<file path="src/rtl/ertsu_pkg.sv">
// shared constants, codes and control structs for the refractory time surface unit
// no dependencies; every other rtl file refers to this package by scoped names
`default_nettype none

package ertsu_pkg;

	// default sensor geometry, overridable at the top level
	localparam int MAX_WIDTH_DEF  = 512;
	localparam int MAX_HEIGHT_DEF = 512;

	// surface format: unsigned q1.FRACTION_BITS
	localparam int FRACTION_BITS = 16;
	localparam int SURF_W        = FRACTION_BITS + 1;

	// field widths
	localparam int CMD_W      = 2;
	localparam int COORD_W    = 9;
	localparam int TIME_W     = 48;
	localparam int LEN_W      = 32;
	localparam int STATUS_W   = 3;
	localparam int REFR_W     = 24;
	localparam int DIM_W      = 10;
	localparam int CFG_IDX_W  = 2;
	localparam int CFG_DATA_W = 24;

	// window tag kept with every pixel word
	localparam int EPOCH_W = 8;
	localparam logic [EPOCH_W-1:0] EPOCH_CLEAR = '0;
	localparam logic [EPOCH_W-1:0] EPOCH_FIRST = EPOCH_W'(1);
	localparam logic [EPOCH_W-1:0] EPOCH_LAST  = '1;

	localparam logic [SURF_W-1:0] SURF_ONE = SURF_W'(1) << FRACTION_BITS;

	// command codes (any other code behaves as a surface read)
	localparam logic [CMD_W-1:0] CMD_START = 2'd0;
	localparam logic [CMD_W-1:0] CMD_EVENT = 2'd1;

	// result status codes
	localparam logic [STATUS_W-1:0] ST_STARTED    = 3'd0;
	localparam logic [STATUS_W-1:0] ST_WRITTEN    = 3'd1;
	localparam logic [STATUS_W-1:0] ST_SUPPRESSED = 3'd2;
	localparam logic [STATUS_W-1:0] ST_READ_DONE  = 3'd3;
	localparam logic [STATUS_W-1:0] ST_RANGE      = 3'd4;

	// configuration register indexes
	localparam logic [CFG_IDX_W-1:0] REG_REFRACTORY    = 2'd0;
	localparam logic [CFG_IDX_W-1:0] REG_ACTIVE_WIDTH  = 2'd1;
	localparam logic [CFG_IDX_W-1:0] REG_ACTIVE_HEIGHT = 2'd2;

	localparam logic [REFR_W-1:0] REFR_RESET = 24'd1000;
	localparam logic [DIM_W-1:0]  DIM_RESET  = 10'd512;

	// one word of the pixel memory
	typedef struct packed {
		logic [EPOCH_W-1:0] tag;
		logic [TIME_W-1:0]  last_time;
		logic               last_pol;
		logic [SURF_W-1:0]  surface;
	} pix_word_t;

	// controller to datapath
	typedef struct packed {
		logic item_ready;
		logic addr_phase;
		logic read_phase;
		logic test_phase;
		logic mem_write;
		logic clear_step;
		logic load_out;
	} ctl_cmd_t;

	// datapath to controller
	typedef struct packed {
		logic is_start;
		logic out_of_range;
		logic pass_div;
		logic pass_direct;
		logic div_done;
		logic clear_done;
		logic wrap;
		logic out_free;
	} dp_stat_t;

endpackage

`default_nettype wire

</file>
<file path="src/rtl/ertsu_ctrl.sv">
// controller: one-hot state machine sequencing clear, lookup, test, divide, write and response
// depends on ertsu_pkg for the command and status structs
`default_nettype none

module ertsu_ctrl (
	input  logic                clk,
	input  logic                arst_n,
	input  logic                item_valid,
	input  ertsu_pkg::dp_stat_t stat,
	output ertsu_pkg::ctl_cmd_t cmd
);

	typedef enum logic [7:0] {
		S_CLEAR = 8'b0000_0001,
		S_IDLE  = 8'b0000_0010,
		S_ADDR  = 8'b0000_0100,
		S_READ  = 8'b0000_1000,
		S_TEST  = 8'b0001_0000,
		S_DIV   = 8'b0010_0000,
		S_WRITE = 8'b0100_0000,
		S_RESP  = 8'b1000_0000
	} state_t;

	state_t state_q;
	state_t state_d;

	always_ff @(posedge clk or negedge arst_n) begin
		if (!arst_n) begin
			state_q <= S_CLEAR;
		end else begin
			state_q <= state_d;
		end
	end

	always_comb begin
		cmd     = '0;
		state_d = state_q;
		case (state_q)
			S_CLEAR: begin
				cmd.clear_step = 1'b1;
				if (stat.clear_done) state_d = S_IDLE;
			end
			S_IDLE: begin
				cmd.item_ready = 1'b1;
				if (item_valid) state_d = S_ADDR;
			end
			S_ADDR: begin
				cmd.addr_phase = 1'b1;
				state_d = (stat.is_start || stat.out_of_range) ? S_RESP : S_READ;
			end
			S_READ: begin
				cmd.read_phase = 1'b1;
				state_d = S_TEST;
			end
			S_TEST: begin
				cmd.test_phase = 1'b1;
				if (stat.pass_div) begin
					state_d = S_DIV;
				end else if (stat.pass_direct) begin
					state_d = S_WRITE;
				end else begin
					state_d = S_RESP;
				end
			end
			S_DIV: begin
				if (stat.div_done) state_d = S_WRITE;
			end
			S_WRITE: begin
				cmd.mem_write = 1'b1;
				state_d = S_RESP;
			end
			S_RESP: begin
				if (stat.out_free) begin
					cmd.load_out = 1'b1;
					state_d = stat.wrap ? S_CLEAR : S_IDLE;
				end
			end
			default: begin
				state_d = S_CLEAR;
			end
		endcase
	end

endmodule

`default_nettype wire

</file>
<file path="config.mk">
export PLATFORM = sky130hd
export DESIGN_NAME = ertsu_ctrl
export DESIGN_NICKNAME = d
export VERILOG_FILES = /design/src/rtl/ertsu_pkg.sv /design/src/rtl/ertsu_ctrl.sv
export SDC_FILE = /design/constraint.sdc
export NUM_CORES = 1
export LEC_CHECK = 0
export BUFFER_PORTS_ARGS = -buffer_cell sky130_fd_sc_hd__buf_4
export CAP_MARGIN = 20
export CORE_AREA = 4 4 47 49
export CTS_CLUSTER_DIAMETER = 200
export CTS_CLUSTER_SIZE = 12
export DETAILED_ROUTE_END_ITERATION = 10
export DIE_AREA = 0 0 51 53
export PLACE_DENSITY = 0.62
export SLEW_MARGIN = 20
export SYNTH_ARGS = -nofsm -noshare
export SYNTH_HDL_FRONTEND = slang
export SYNTH_SLANG_ARGS = --single-unit
</file>
<file path="constraint.sdc">
create_clock -name clk -period 3 [get_ports clk]
set_clock_uncertainty 0.1 [all_clocks]
set_input_delay 0.3 -clock clk [delete_from_list [all_inputs] [get_ports clk]]
set_output_delay 0.3 -clock clk [all_outputs]
set_load 0.03 [all_outputs]
</file>
# == After elaboration in Yosys (flattened, before gate mapping) ==
# Index checks and enable logic that the tools add are counted.
# totals
in_bits,11
output_inout_bits,7
wordCells,32
ff_bits,8
# classes
muxes,17
n_eq_ne,12
reduce_logical,2
# ops
cell,n
8-bit one-hot mux with 8 select lines,1
8-bit two-way mux,7
8-bit by 1-bit == test with 1-bit output (second input constant),1
8-bit by 2-bit == test with 1-bit output (second input constant),1
8-bit by 3-bit == test with 1-bit output (second input constant),1
8-bit by 4-bit == test with 1-bit output (second input constant),1
8-bit by 5-bit == test with 1-bit output (second input constant),1
8-bit by 6-bit == test with 1-bit output (second input constant),1
8-bit by 7-bit == test with 1-bit output (second input constant),1
8-bit == test (second input constant),1
1-bit two-way mux,8
2-bit inequality test (second input constant),4
4-bit AND reduction,1
2-bit two-way mux,1
1-bit logical OR,1

# == Depth between registers and ports, before layout ==
# logic_depth
word_depth,3
mapped_depth,4
mapped_depth_nobuf,4

# == Worst setup path after synthesis ==
# No wires, ideal clock.
# synth_timing
path_kind,register to output
from,reg state_q[1]
to,out cmd[0] (netlist name)
t_required_ns,2.600
n_path_buf,0
arrival_ns,1.512
path_slack_ns,1.088
stages_incl_launch_ff,4
cell_sequence,dfrtp_1 -> nor4_4 -> nand4b_2 -> nor2_1
# synth_rtl
item,line_no,source
from (decl),ertsu_ctrl.sv:24,state_t state_q;
from (signal assigned),ertsu_ctrl.sv:31,state_q <= state_d;
to (decl),ertsu_ctrl.sv:10,output ertsu_pkg::ctl_cmd_t cmd

==> out/metrics.cfg <==
[placed_design]
io_buffers=17
placed_area_um2=764
post-place-ws_ps=1070
detailed_place_hpwl_um=1120
dp.cells=104
gp_congestion=0.765

[synthesis]
synthArstFlopShare_pct=100
syn_inst=60
synth-seq-cells=8
syn_area_um2=603
yosysTopAreaCell=dfrtp_1
yosysSeqAreaShare_pct=33.4
synth_fp_nets=71
synth_cell_types=29
ys_top_cells_by_area=dfrtp_1, nor4_4, xor2_1, nor2_1, dfstp_2
yosysMostFrequentCell=nor2_1
synth_warnings=0
synth-edff-count=0
syn_avg_cell_area_um2=10.1
synth_common_cells=nor2_1, dfrtp_1, inv_1, nand3_1, xor2_1
synth_flop_cell=dfrtp_1
synth_top_area_share_pct=29.0

[cells_and_area]
largestRegisters=state_q x8
final_nets=94
finalNonFillerCells=109
largest_reg_flops=8
stdcell_area_um2=801
drive_above_1_share_pct=36.6
largest-register=state_q
antenna_cells=0
area_growth_pct=32.8

[clocking]
cts_buffers=3
clock_sinks=8
cts_max_level=1
clk_latency_ps=250
cts.clk_slew.worst_paths_ps=60
cts_max_path_buffers=2
root_buffer=clkbuf_4
cts_tree=done

[timing]
relSlewSlack_pct=71.1
hold_viol=0
fmax_ghz=0.457
period_needed_ps=2190
rsz0062_at_grt=false
setup_violations=0
worst_slew_pin_slew_ps=430
timing.setup.tns_ps=0
final_max_slew_viol_count=0
fin_crit_sh_pct=73.0
setup_ws_ps=811

[routing]
drc=0
routed_wirelength_um=1390
vias=540
wl_per_cell_um=12.8
drt-pass1-iter-count=4
via_per_inst=4.95
first_iter_violations=7
ant_nets=0

[pwr]
finalPower_uw=629
ir_drop_mv=0.292
leakage_nw=0.393
p_per_area_nw_per_um2=785

[floorplanning]
core_area_um2=1860
ioPinCount=18
die_h_um=53
start_util_pct=32.4
die-area_um2=2700
die-width_um=51
rows=16

[critical_path]
end_kind=primary output
critPathLaunchType=register
critPathArrivalTime_ps=1790
worstPathRequired_ps=2600
cp_max_fo=7
crit_type=reg2out

[global_route]
grt-ovfl-total=0
grt_max_degree=9
grt_pass1_vias=525
grt_antenna_before_repair=0
gr-usage-all-layers_pct=11.7
grt_pass1_wl_um=2300

[status]
status=finished clean

[job]
cap_violations=0

[worst_hold_path]
hp-class=in2reg

==> through the flow <==
step           hold slack, ps  utilization, %
2_1_floorplan           -95.6               -
3_3_place_gp             26.0            41.1
3_5_place_dp             25.7            41.1
4_1_cts                  97.4            43.0
5_1_grt                  78.9            43.0
6_report                  103            43.0
==> worst max-delay path, stage by stage, from the launching register on <==
cell      delay (ps)
dfrtp_1          460
nor4_4           490
nand4b_2         260
nor2_1           160
buf_4            170
==> final timing paths <==
path | startpoint | to | slack (ps) | cells after the start
max | state_q[1] | cmd[0] | 810 | 4
min | stat[6] | state_q[3] | 100 | 2
max reg2reg | state_q[1] | state_q[1] | 1150 | 4
min reg2reg | state_q[3] | state_q[4] | 600 | 1
max in group asynchronous | arst_n | state_q[0] | 2280 | 2
min in group asynchronous | arst_n | state_q[3] | 310 | 2
==> per-layer routing <==
metal	global-route usage [%]	up-vias	part of all wire, %
li1	-	270	-
met1	13.2	258	41
met2	20.4	10	53
met3	2.54	2	4.0
met4	6.73	0	1.1
met5	0	-	0
==> timing repair <==
| item | in CTS | in global routing |
|---|---|---|
| endpoints found under the hold margin | 8 | 0 |
| hold buffers | 1 | 0 |
| gates resized for setup | 0 | 0 |
| setup endpoints to repair | 0 | 0 |
| buffers inserted | 0 | 0 |
==> cell usage in the layout (no fill, tap or decap), drive strengths merged, types with 2 or more instances in the layout <==
cell and count:
clkbuf 4, nor2 9, nand4b 3, and4b 4
nor3b 3, nor4 3, xor2 4, nand3 4
o21a 2, buf 17, dfrtp 7, inv 4
nand2b 2, a21oi 2
==> report_power, final <==
part	switching, mW	internal, mW	leakage (nW)	total (mW)
clock	0.0386	0.0510	0.0150	0.0897
sequential	0.0478	0.137	0.106	0.185
combinational	0.193	0.161	0.272	0.354
==> cells by family (layout without fill, tap and decap cells) <==
family,Yosys count,after routing,share of synthesized area [%]
flops,8,8,33.4
xor+xnor,4,4,5.81
simple gates,35,35,42.7
compound gates,9,9,15.6
buf+inv,4,26,2.49
==> final cells by class <==
type / instances / area (um^2)
inverters: 4 / 15.0
repair buffers: 18 / 138
well taps: 27 / 33.8
flip-flops and latches: 8 / 201
fillers: 185 / 1060
multi-input cells: 48 / 387
clock buffers: 4 / 26.3
No activity file was read; power rests on OpenSTA's default activity.
